File: config.mk
export PLATFORM = sky130hd
export DESIGN_NAME = unit_graph_shortest_path_and_parity_unit
export DESIGN_NICKNAME = d
export VERILOG_FILES = /design/src/usp_pkg.sv /design/src/unit_graph_shortest_path_and_parity_unit.sv /design/src/usp_ram.sv
export SDC_FILE = /design/constraint.sdc
export NUM_CORES = 2
export LEC_CHECK = 0
export ABC_AREA = 1
export ABC_CLOCK_PERIOD_IN_PS = 5300
export BUFFER_PORTS_ARGS = -buffer_cell sky130_fd_sc_hd__buf_2
export CAP_MARGIN = 20
export CORE_UTILIZATION = 60
export CTS_BUF_LIST = sky130_fd_sc_hd__clkbuf_8
export DETAILED_ROUTE_END_ITERATION = 8
export PLACE_DENSITY = 0.76
export SLEW_MARGIN = 15
export SYNTH_ARGS = -nofsm -noshare
export SYNTH_HDL_FRONTEND = slang
export SYNTH_HIERARCHICAL = 1
export SYNTH_SLANG_ARGS = --single-unit
File: constraint.sdc
create_clock -name clk_i -period 5.3 [get_ports clk_i]
set_input_delay 1.06 -clock clk_i [delete_from_list [all_inputs] [get_ports clk_i]]
set_output_delay 1.06 -clock clk_i [all_outputs]
set_load 0.005 [all_outputs]
File: src/usp_pkg.sv
package usp_pkg;

  localparam int MAX_VERTICES = 32;
  localparam int VEC_W        = MAX_VERTICES;
  localparam int VIDX_W       = $clog2(MAX_VERTICES);
  localparam int CNT_W        = 6;
  localparam int DIST_W       = 5;
  localparam int ACT_W        = 2;

  localparam logic [ACT_W-1:0] ACT_ADD   = 2'd0;
  localparam logic [ACT_W-1:0] ACT_CLEAR = 2'd1;
  localparam logic [ACT_W-1:0] ACT_QUERY = 2'd2;

  typedef logic [VEC_W-1:0]  vec_t;
  typedef logic [VIDX_W-1:0] vidx_t;

  // Index of the lowest set bit; zero when none is set.
  function automatic vidx_t lowest_set(input vec_t v);
    vidx_t r;
    r = '0;
    for (int i = VEC_W - 1; i >= 0; i--) begin
      if (v[i]) r = vidx_t'(i);
    end
    return r;
  endfunction

  function automatic vec_t one_hot(input vidx_t idx);
    return vec_t'(1) << idx;
  endfunction

endpackage

File: src/unit_graph_shortest_path_and_parity_unit.sv
// Add edge: accept, write first row, write second row, in that order. Clear: row valid bits reset.
// Query: search visits one frontier vertex at a time, level by level (empty for a source
//   out of range), bound by the single adjacency read port; then one result per cycle
//   while the output is not stalled, one per active vertex (clamped vertex_count) in total.
// One item is processed at a time; the output register lets the last result wait.
// Reset: no edges (row valid bits cleared at once), vertex_count = 32, no sweep.
module unit_graph_shortest_path_and_parity_unit import usp_pkg::*; (
  input  logic              clk_i,
  input  logic              rst_ni,
  input  logic              cfg_we_i,
  input  logic [CNT_W-1:0]  cfg_wdata_i,
  input  logic              in_valid_i,
  output logic              in_stall_o,
  input  logic [ACT_W-1:0]  action_i,
  input  logic [CNT_W-1:0]  first_vertex_i,
  input  logic [CNT_W-1:0]  second_vertex_i,
  output logic              out_valid_o,
  input  logic              out_stall_i,
  output logic [CNT_W-1:0]  vertex_o,
  output logic [DIST_W-1:0] hop_distance_o,
  output logic              reachable_o,
  output logic              odd_degree_o,
  output logic              last_o
);

  localparam logic [2:0] ST_IDLE   = 3'd0;
  localparam logic [2:0] ST_ADD_A  = 3'd1;
  localparam logic [2:0] ST_ADD_B  = 3'd2;
  localparam logic [2:0] ST_SEARCH = 3'd3;
  localparam logic [2:0] ST_EMIT   = 3'd4;

  logic [2:0]        state_q, state_d;
  logic [CNT_W-1:0]  cfg_q;
  vec_t              row_valid_q, row_valid_d;   // cleared rows read as zero
  logic              rd_valid_q;                 // valid tag of the row in flight
  vec_t              visited_q, visited_d;
  vec_t              frontier_q, frontier_d;
  vec_t              acc_q, acc_d;               // union of rows of current level
  logic [DIST_W-1:0] level_q, level_d;
  vidx_t             va_q, va_d, vb_q, vb_d;
  logic              pend_q, pend_d;             // a read result is waiting
  logic [CNT_W-1:0]  idx_q, idx_d;               // next vertex to read in emit
  vidx_t             pidx_q, pidx_d;             // vertex of the pending read

  logic              out_valid_q, out_valid_d;
  logic [CNT_W-1:0]  vertex_q;
  logic [DIST_W-1:0] hop_q;
  logic              reach_q, odd_q, last_q;

  // memory ports
  logic              adj_re, adj_we;
  vidx_t             adj_raddr, adj_waddr;
  vec_t              adj_wdata, adj_rdata;
  logic              dist_re, dist_we;
  vidx_t             dist_raddr, dist_waddr;
  logic [DIST_W-1:0] dist_wdata, dist_rdata;

  logic [CNT_W-1:0]  n_eff;
  vec_t              mask;
  vec_t              row_eff;
  vec_t              next_front;
  logic              in_xfer, add_ok, src_ok, out_free, load, issue;
  vidx_t             a_idx, b_idx, srch_v;

  // Active vertex count: zero acts as one, large values clamp.
  always_comb begin
    if (cfg_q == '0) begin
      n_eff = CNT_W'(1);
    end else if (cfg_q > CNT_W'(MAX_VERTICES)) begin
      n_eff = CNT_W'(MAX_VERTICES);
    end else begin
      n_eff = cfg_q;
    end
    for (int i = 0; i < VEC_W; i++) begin
      mask[i] = (CNT_W'(i) < n_eff);
    end
  end

  assign in_stall_o = (state_q != ST_IDLE);
  assign in_xfer    = in_valid_i && !in_stall_o;
  assign a_idx      = vidx_t'(first_vertex_i - CNT_W'(1));
  assign b_idx      = vidx_t'(second_vertex_i - CNT_W'(1));
  assign add_ok     = (first_vertex_i != '0) && (first_vertex_i <= CNT_W'(MAX_VERTICES)) &&
                      (second_vertex_i != '0) && (second_vertex_i <= CNT_W'(MAX_VERTICES));
  assign src_ok     = (first_vertex_i != '0) && (first_vertex_i <= n_eff);

  assign row_eff    = rd_valid_q ? adj_rdata : '0;
  assign next_front = acc_q & mask & ~visited_q;
  assign srch_v     = lowest_set(frontier_q);

  assign out_free   = !out_valid_q || !out_stall_i;
  assign load       = (state_q == ST_EMIT) && pend_q && out_free;
  assign issue      = (state_q == ST_EMIT) && (idx_q < n_eff) && (!pend_q || load);

  always_comb begin
    state_d     = state_q;
    row_valid_d = row_valid_q;
    visited_d   = visited_q;
    frontier_d  = frontier_q;
    acc_d       = acc_q;
    level_d     = level_q;
    va_d        = va_q;
    vb_d        = vb_q;
    pend_d      = pend_q;
    idx_d       = idx_q;
    pidx_d      = pidx_q;
    adj_re      = 1'b0;
    adj_raddr   = '0;
    adj_we      = 1'b0;
    adj_waddr   = '0;
    adj_wdata   = '0;
    dist_re     = 1'b0;
    dist_raddr  = '0;
    dist_we     = 1'b0;
    dist_waddr  = '0;
    dist_wdata  = level_q;

    case (state_q)
      ST_IDLE: begin
        if (in_xfer) begin
          case (action_i)
            ACT_ADD: begin
              if (add_ok) begin
                adj_re    = 1'b1;
                adj_raddr = a_idx;
                va_d      = a_idx;
                vb_d      = b_idx;
                state_d   = ST_ADD_A;
              end
            end
            ACT_CLEAR: begin
              row_valid_d = '0;
            end
            ACT_QUERY: begin
              frontier_d = src_ok ? one_hot(a_idx) : '0;
              visited_d  = src_ok ? one_hot(a_idx) : '0;
              acc_d      = '0;
              level_d    = '0;
              pend_d     = 1'b0;
              state_d    = ST_SEARCH;
            end
            default: ;
          endcase
        end
      end

      // Read-modify-write of the first row; read of the second row
      // overlaps the write (same row: the old data gives the same result).
      ST_ADD_A: begin
        adj_we             = 1'b1;
        adj_waddr          = va_q;
        adj_wdata          = row_eff | one_hot(vb_q);
        row_valid_d[va_q]  = 1'b1;
        adj_re             = 1'b1;
        adj_raddr          = vb_q;
        state_d            = ST_ADD_B;
      end

      ST_ADD_B: begin
        adj_we             = 1'b1;
        adj_waddr          = vb_q;
        adj_wdata          = row_eff | one_hot(va_q);
        row_valid_d[vb_q]  = 1'b1;
        state_d            = ST_IDLE;
      end

      // One frontier vertex per cycle: record its distance, fetch its row.
      ST_SEARCH: begin
        if (pend_q) acc_d = acc_q | row_eff;
        if (frontier_q != '0) begin
          adj_re             = 1'b1;
          adj_raddr          = srch_v;
          dist_we            = 1'b1;
          dist_waddr         = srch_v;
          frontier_d[srch_v] = 1'b0;
          pend_d             = 1'b1;
        end else begin
          pend_d = 1'b0;
          if (!pend_q) begin
            // level finished
            if (next_front == '0) begin
              idx_d   = '0;
              state_d = ST_EMIT;
            end else begin
              frontier_d = next_front;
              visited_d  = visited_q | next_front;
              acc_d      = '0;
              level_d    = (level_q == '1) ? level_q : DIST_W'(level_q + 1'b1);
            end
          end
        end
      end

      ST_EMIT: begin
        if (issue) begin
          adj_re     = 1'b1;
          adj_raddr  = vidx_t'(idx_q);
          dist_re    = 1'b1;
          dist_raddr = vidx_t'(idx_q);
          pidx_d     = vidx_t'(idx_q);
          idx_d      = CNT_W'(idx_q + 1'b1);
          pend_d     = 1'b1;
        end else if (load) begin
          pend_d = 1'b0;
          if (idx_q == n_eff) state_d = ST_IDLE;
        end
      end

      default: state_d = ST_IDLE;
    endcase
  end

  always_comb begin
    out_valid_d = out_valid_q;
    if (load) begin
      out_valid_d = 1'b1;
    end else if (out_valid_q && !out_stall_i) begin
      out_valid_d = 1'b0;
    end
  end

  always_ff @(posedge clk_i or negedge rst_ni) begin
    if (!rst_ni) begin
      state_q     <= ST_IDLE;
      cfg_q       <= CNT_W'(MAX_VERTICES);
      row_valid_q <= '0;
      rd_valid_q  <= 1'b0;
      visited_q   <= '0;
      frontier_q  <= '0;
      acc_q       <= '0;
      level_q     <= '0;
      va_q        <= '0;
      vb_q        <= '0;
      pend_q      <= 1'b0;
      idx_q       <= '0;
      pidx_q      <= '0;
      out_valid_q <= 1'b0;
    end else begin
      state_q     <= state_d;
      if (cfg_we_i) cfg_q <= cfg_wdata_i;
      row_valid_q <= row_valid_d;
      if (adj_re) rd_valid_q <= row_valid_q[adj_raddr];
      visited_q   <= visited_d;
      frontier_q  <= frontier_d;
      acc_q       <= acc_d;
      level_q     <= level_d;
      va_q        <= va_d;
      vb_q        <= vb_d;
      pend_q      <= pend_d;
      idx_q       <= idx_d;
      pidx_q      <= pidx_d;
      out_valid_q <= out_valid_d;
    end
  end

  // Result payload; loaded from the pending read.
  always_ff @(posedge clk_i) begin
    if (load) begin
      vertex_q <= CNT_W'(pidx_q) + CNT_W'(1);
      reach_q  <= visited_q[pidx_q];
      hop_q    <= visited_q[pidx_q] ? dist_rdata : '0;
      odd_q    <= ^(row_eff & mask);
      last_q   <= (CNT_W'(pidx_q) + CNT_W'(1)) == n_eff;
    end
  end

  assign out_valid_o    = out_valid_q;
  assign vertex_o       = vertex_q;
  assign hop_distance_o = hop_q;
  assign reachable_o    = reach_q;
  assign odd_degree_o   = odd_q;
  assign last_o         = last_q;

  usp_ram #(
    .WIDTH(VEC_W),
    .DEPTH(MAX_VERTICES)
  ) u_adj_ram (
    .clk_i  (clk_i),
    .we_i   (adj_we),
    .waddr_i(adj_waddr),
    .wdata_i(adj_wdata),
    .re_i   (adj_re),
    .raddr_i(adj_raddr),
    .rdata_o(adj_rdata)
  );

  usp_ram #(
    .WIDTH(DIST_W),
    .DEPTH(MAX_VERTICES)
  ) u_dist_ram (
    .clk_i  (clk_i),
    .we_i   (dist_we),
    .waddr_i(dist_waddr),
    .wdata_i(dist_wdata),
    .re_i   (dist_re),
    .raddr_i(dist_raddr),
    .rdata_o(dist_rdata)
  );

  // Every frontier vertex has already been marked visited.
  a_frontier_visited: assert property (@(posedge clk_i) disable iff (!rst_ni)
    (state_q == ST_SEARCH) |-> ((frontier_q & ~visited_q) == '0))
    else $error("frontier vertex not marked visited");

  // A waiting read result is never overwritten while the output is stalled.
  a_emit_interlock: assert property (@(posedge clk_i) disable iff (!rst_ni)
    (state_q == ST_EMIT) && pend_q && !out_free |-> !adj_re && !dist_re)
    else $error("read issued over a pending result");

  // Leaving the emit phase always leaves the last-flagged result in the register.
  a_emit_ends_last: assert property (@(posedge clk_i) disable iff (!rst_ni)
    (state_q == ST_EMIT) && (state_d == ST_IDLE) |=> out_valid_q && last_q)
    else $error("query ended without its last result");

endmodule

File: src/usp_ram.sv
module usp_ram #(
  parameter int WIDTH = 32,
  parameter int DEPTH = 32
) (
  input  logic                     clk_i,
  input  logic                     we_i,
  input  logic [$clog2(DEPTH)-1:0] waddr_i,
  input  logic [WIDTH-1:0]         wdata_i,
  input  logic                     re_i,
  input  logic [$clog2(DEPTH)-1:0] raddr_i,
  output logic [WIDTH-1:0]         rdata_o
);

  logic [WIDTH-1:0] mem [DEPTH];
  logic [WIDTH-1:0] rdata_q;

  always_ff @(posedge clk_i) begin
    if (we_i) mem[waddr_i] <= wdata_i;
  end

  // Read data holds while no read is issued.
  always_ff @(posedge clk_i) begin
    if (re_i) rdata_q <= mem[raddr_i];
  end

  assign rdata_o = rdata_q;

endmodule

==> impl_metrics.env <==
export IMPL_outcome="completed"
export IMPL_antenna_found_initial=3
export IMPL_first_pass_iters=6
export IMPL_endpoint_kind="flip-flop"
export IMPL_cp_arrival_ns=5.74
export IMPL_ys_seq_area_frac=0.6639
export IMPL_fp_dieArea_sq_mm=0.1048
export IMPL_post_cts_resized=0
export IMPL_hp_class="in2async"
export IMPL_skew_ns=0.04285
export IMPL_post_dp_hpwl_um=100000
export IMPL_r2r_slack_ns=0.34
export IMPL_use_met1=0.4481
export IMPL_grt_pass1_vias=43370
export IMPL_use_met2=0.5103
export IMPL_critPathRequiredTime_ns=6.08
export IMPL_setup_worst_path_start="cfg_q[1]"
export IMPL_die_y_um=323.8
export IMPL_vias=46160
export IMPL_synth_edf_count=1235
export IMPL_layout_setup_ws_ns=0.3366
export IMPL_clock_sinks=1401
export IMPL_cts_root_buf="clkbuf_8"
export IMPL_relSlewSlack=0.1980
export IMPL_grt_pass1_wl_um=257600
export IMPL_die_x_um=323.8
export IMPL_gp_congestion=0.9654
export IMPL_irDropWorstVdd_v=0.0006028
export IMPL_tightestPinTransition_ns=1.203
export IMPL_cts_clk_slew_worst_paths_ns=0.07
export IMPL_wl_per_cell_um=22.21
export IMPL_cts_buffer_depth=3
export IMPL_synth_ff_type="edfxtp_1"
export IMPL_synth_cell_type_count=57
export IMPL_hold_buffers=0
export IMPL_num_rows=117
export IMPL_r2r_cells=26
export IMPL_htreeDepth=4
export IMPL_power_leakage_nw=26.31
export IMPL_powerDensity_mw_per_mm2=590.8
export IMPL_worstSkewPairLatency_ns=0.92
export IMPL_synth_area_sq_mm=0.06211
export IMPL_cts_inserted_buffers=217
export IMPL_cts_tree="yes"
export IMPL_setup_worst_path_end="u_adj_ram/rdata_o[15]"
export IMPL_ys_top_cells_by_area="edfxtp_1 60%, nand2_1 12%, nand3_1 8.2%"
export IMPL_rr_startpoint="cfg_q[1]"
export IMPL_critPathLaunchType="flip-flop"
export IMPL_io_pins=41
export IMPL_critPathKind="reg2reg"
export IMPL_syn_to_final_growth_pct=9.729
export IMPL_rsz0062_at_grt="false"
export IMPL_synth_seq_cells=1401
export IMPL_setup_viol=0
export IMPL_synthesis_nets=6068
export IMPL_timing_setup_tns_ns=0
export IMPL_grt_use_total=0.3252
export IMPL_io_buffers=40
export IMPL_drt_wl_total_um=170300
export IMPL_finalMaxSlewViolations=0
export IMPL_drive_gt1_frac=0.09358
export IMPL_fin_crit_sh=0.9365
export IMPL_grt_max_degree=185
export IMPL_netlist_area_leader_share=0.5971
export IMPL_dp_slack_ns=0.2461
export IMPL_core_area_sq_mm=0.1022
export IMPL_hold_viol_final=0
export IMPL_grt_overflow=0
export IMPL_syn_inst=6020
export IMPL_avgSynthCellArea_sq_um=10.32
export IMPL_avgViaCountPerCell=6.023
export IMPL_met3_usage=0.05588
export IMPL_rr_endpoint="u_adj_ram/rdata_o[15]"
export IMPL_initial_core_util=0.6079
export IMPL_async_flop_share=0.1185
export IMPL_post_cts_buffers=0
export IMPL_cp_max_fo=184
export IMPL_yosys_warnings=6
export IMPL_final_nets=6176
export IMPL_drt_initial_drc_count=6366
export IMPL_fmax_mhz=201.5
export IMPL_grt_busiest_layer="met2"
export IMPL_final_antenna_net_count=0
export IMPL_yosysTopAreaCell="edfxtp_1"
export IMPL_drc_errors=0
export IMPL_maxCapViolCount=0
export IMPL_finalCriticalPeriod_ns=4.963
-- routing by layer --
| layer | share of wire | routed length (um) |
|---|---|---|
| met1 | 0.38 | 65540 |
| met2 | 0.46 | 78890 |
| met3 | 0.11 | 18580 |
| met4 | 0.043 | 7241 |
| met5 | 0.000094 | 16 |
-- registers in the layout, indices dropped and copies added, names as in the netlist, 32 cells and up --
signal and count:
u_adj_ram/rdata_o 32, frontier_q 32, u_adj_ram/mem 1024, row_valid_q 32, visited_q 32, u_dist_ram/mem 160
acc_q 32
-- stage by stage --
step | utilization | instances | area [sq um] | total power, W | hold slack (ns)
global route | 0.6670 | 7665 | 68160 | 0.04238 | 0.3042
global placement | 0.6277 | 7277 | 64140 | 0.03117 | 0.4785
CTS | 0.6670 | 7662 | 68150 | 0.03997 | 0.2643
detailed placement | 0.6277 | 7277 | 64140 | 0.03154 | 0.4932
finish | 0.6670 | 7665 | 68160 | 0.04027 | 0.2757
floorplan | - | 6020 | 62110 | 0.02642 | 0.4628
-- cells in the mapped netlist, drive strengths merged, types with 2 or more instances --
cell type	n
a2111oi	3
a211oi	4
a21oi	136
a221oi	2
a311oi	2
a31oi	24
buf	230
clkbuf	90
clkinv	9
dfrtp	165
edfxtp	1235
ha	23
inv	300
nand2	2039
nand3	1017
nand4	11
nor2	283
nor3	57
nor4	8
o21ai	304
o21bai	4
o22ai	15
o31ai	4
or2	6
xnor2	14
xor2	24
-- report_power, final --
| part | total [W] | internal (W) | switching [W] |
|---|---|---|---|
| sequential | 0.0152 | 0.0145 | 0.000690 |
| combinational | 0.0166 | 0.00440 | 0.0122 |
| clock | 0.00851 | 0.00427 | 0.00423 |
| total | 0.0403 | 0.0232 | 0.0171 |
-- layout by cell type, fill, tap and decap left out, types with 11 or more instances in the layout --
cell type,n
buf_12,38
nand3_1,1016
dfrtp_1,165
clkbuf_8,228
clkinv_2,21
nor2_4,36
inv_1,354
a31oi_1,23
clkinv_1,55
edfxtp_1,1235
nor2_1,240
nand4_1,11
a21oi_1,103
o21ai_0,289
o22ai_1,15
o21ai_1,13
xor2_1,24
xnor2_1,14
inv_2,12
ha_1,23
nand2_1,2036
buf_4,131
a21oi_2,32
buf_2,39
nor3_1,53
-- worst max-delay path, stage by stage, from the launching register on --
cell	delay [ns]
dfrtp_1	0.41
inv_1	0.17
nand4_1	0.15
nand2_1	0.10
inv_2	0.06
nor2_2	0.14
inv_1	0.14
ha_1	0.32
inv_1	0.07
nor2_1	0.04
o21ai_0	0.14
nand3_1	0.09
nor2_1	0.10
nand2_1	0.11
nor2_4	0.13
nor2_1	0.10
nand2_4	0.18
buf_12	0.54
buf_4	0.75
nand2_1	0.14
nand3_1	0.14
nand3_1	0.08
nand2_1	0.10
nand2_1	0.06
nand2_1	0.13
nand2_1	0.07
nand2_1	0.10
-- layout make-up --
class	instances	area (sq um)
diodes	3	7.507
clock buffers	228	3138
clock inverters	157	875.8
fillers	7692	34020
inverters	309	1199
multi-input cells	3990	18030
flip-flops and latches	1401	41240
well taps	1368	1712
repair buffers	209	1951
-- worst min-delay path by stage --
| stage | from | to | slack (ns) | depth (start not counted) |
|---|---|---|---|---|
| after detailed placement | row_valid_q[14] | row_valid_q[14] | 0.49 | 2 |
| after global placement | row_valid_q[14] | row_valid_q[14] | 0.48 | 2 |
| after floorplan | row_valid_q[15] | row_valid_q[15] | 0.46 | 2 |
| after global routing | rst_ni | dist_wdata[1] | 0.30 | 1 |
| final | rst_ni | dist_wdata[2] | 0.28 | 1 |
| after CTS | rst_ni | row_valid_q[8] | 0.26 | 1 |
-- kinds of logic after synthesis --
family                   count (synthesis)  share of synthesized area
AO/OA/AOI/OAI                          505                    0.04309
AND/OR/NAND/NOR                       3424                     0.2307
XOR/XNOR                                38                   0.005358
buffers and inverters                  629                    0.05231
flip-flops                            1401                     0.6639
adder cells (fa/ha/maj)                 23                   0.004633
No activity file was read; power rests on OpenSTA's default activity.
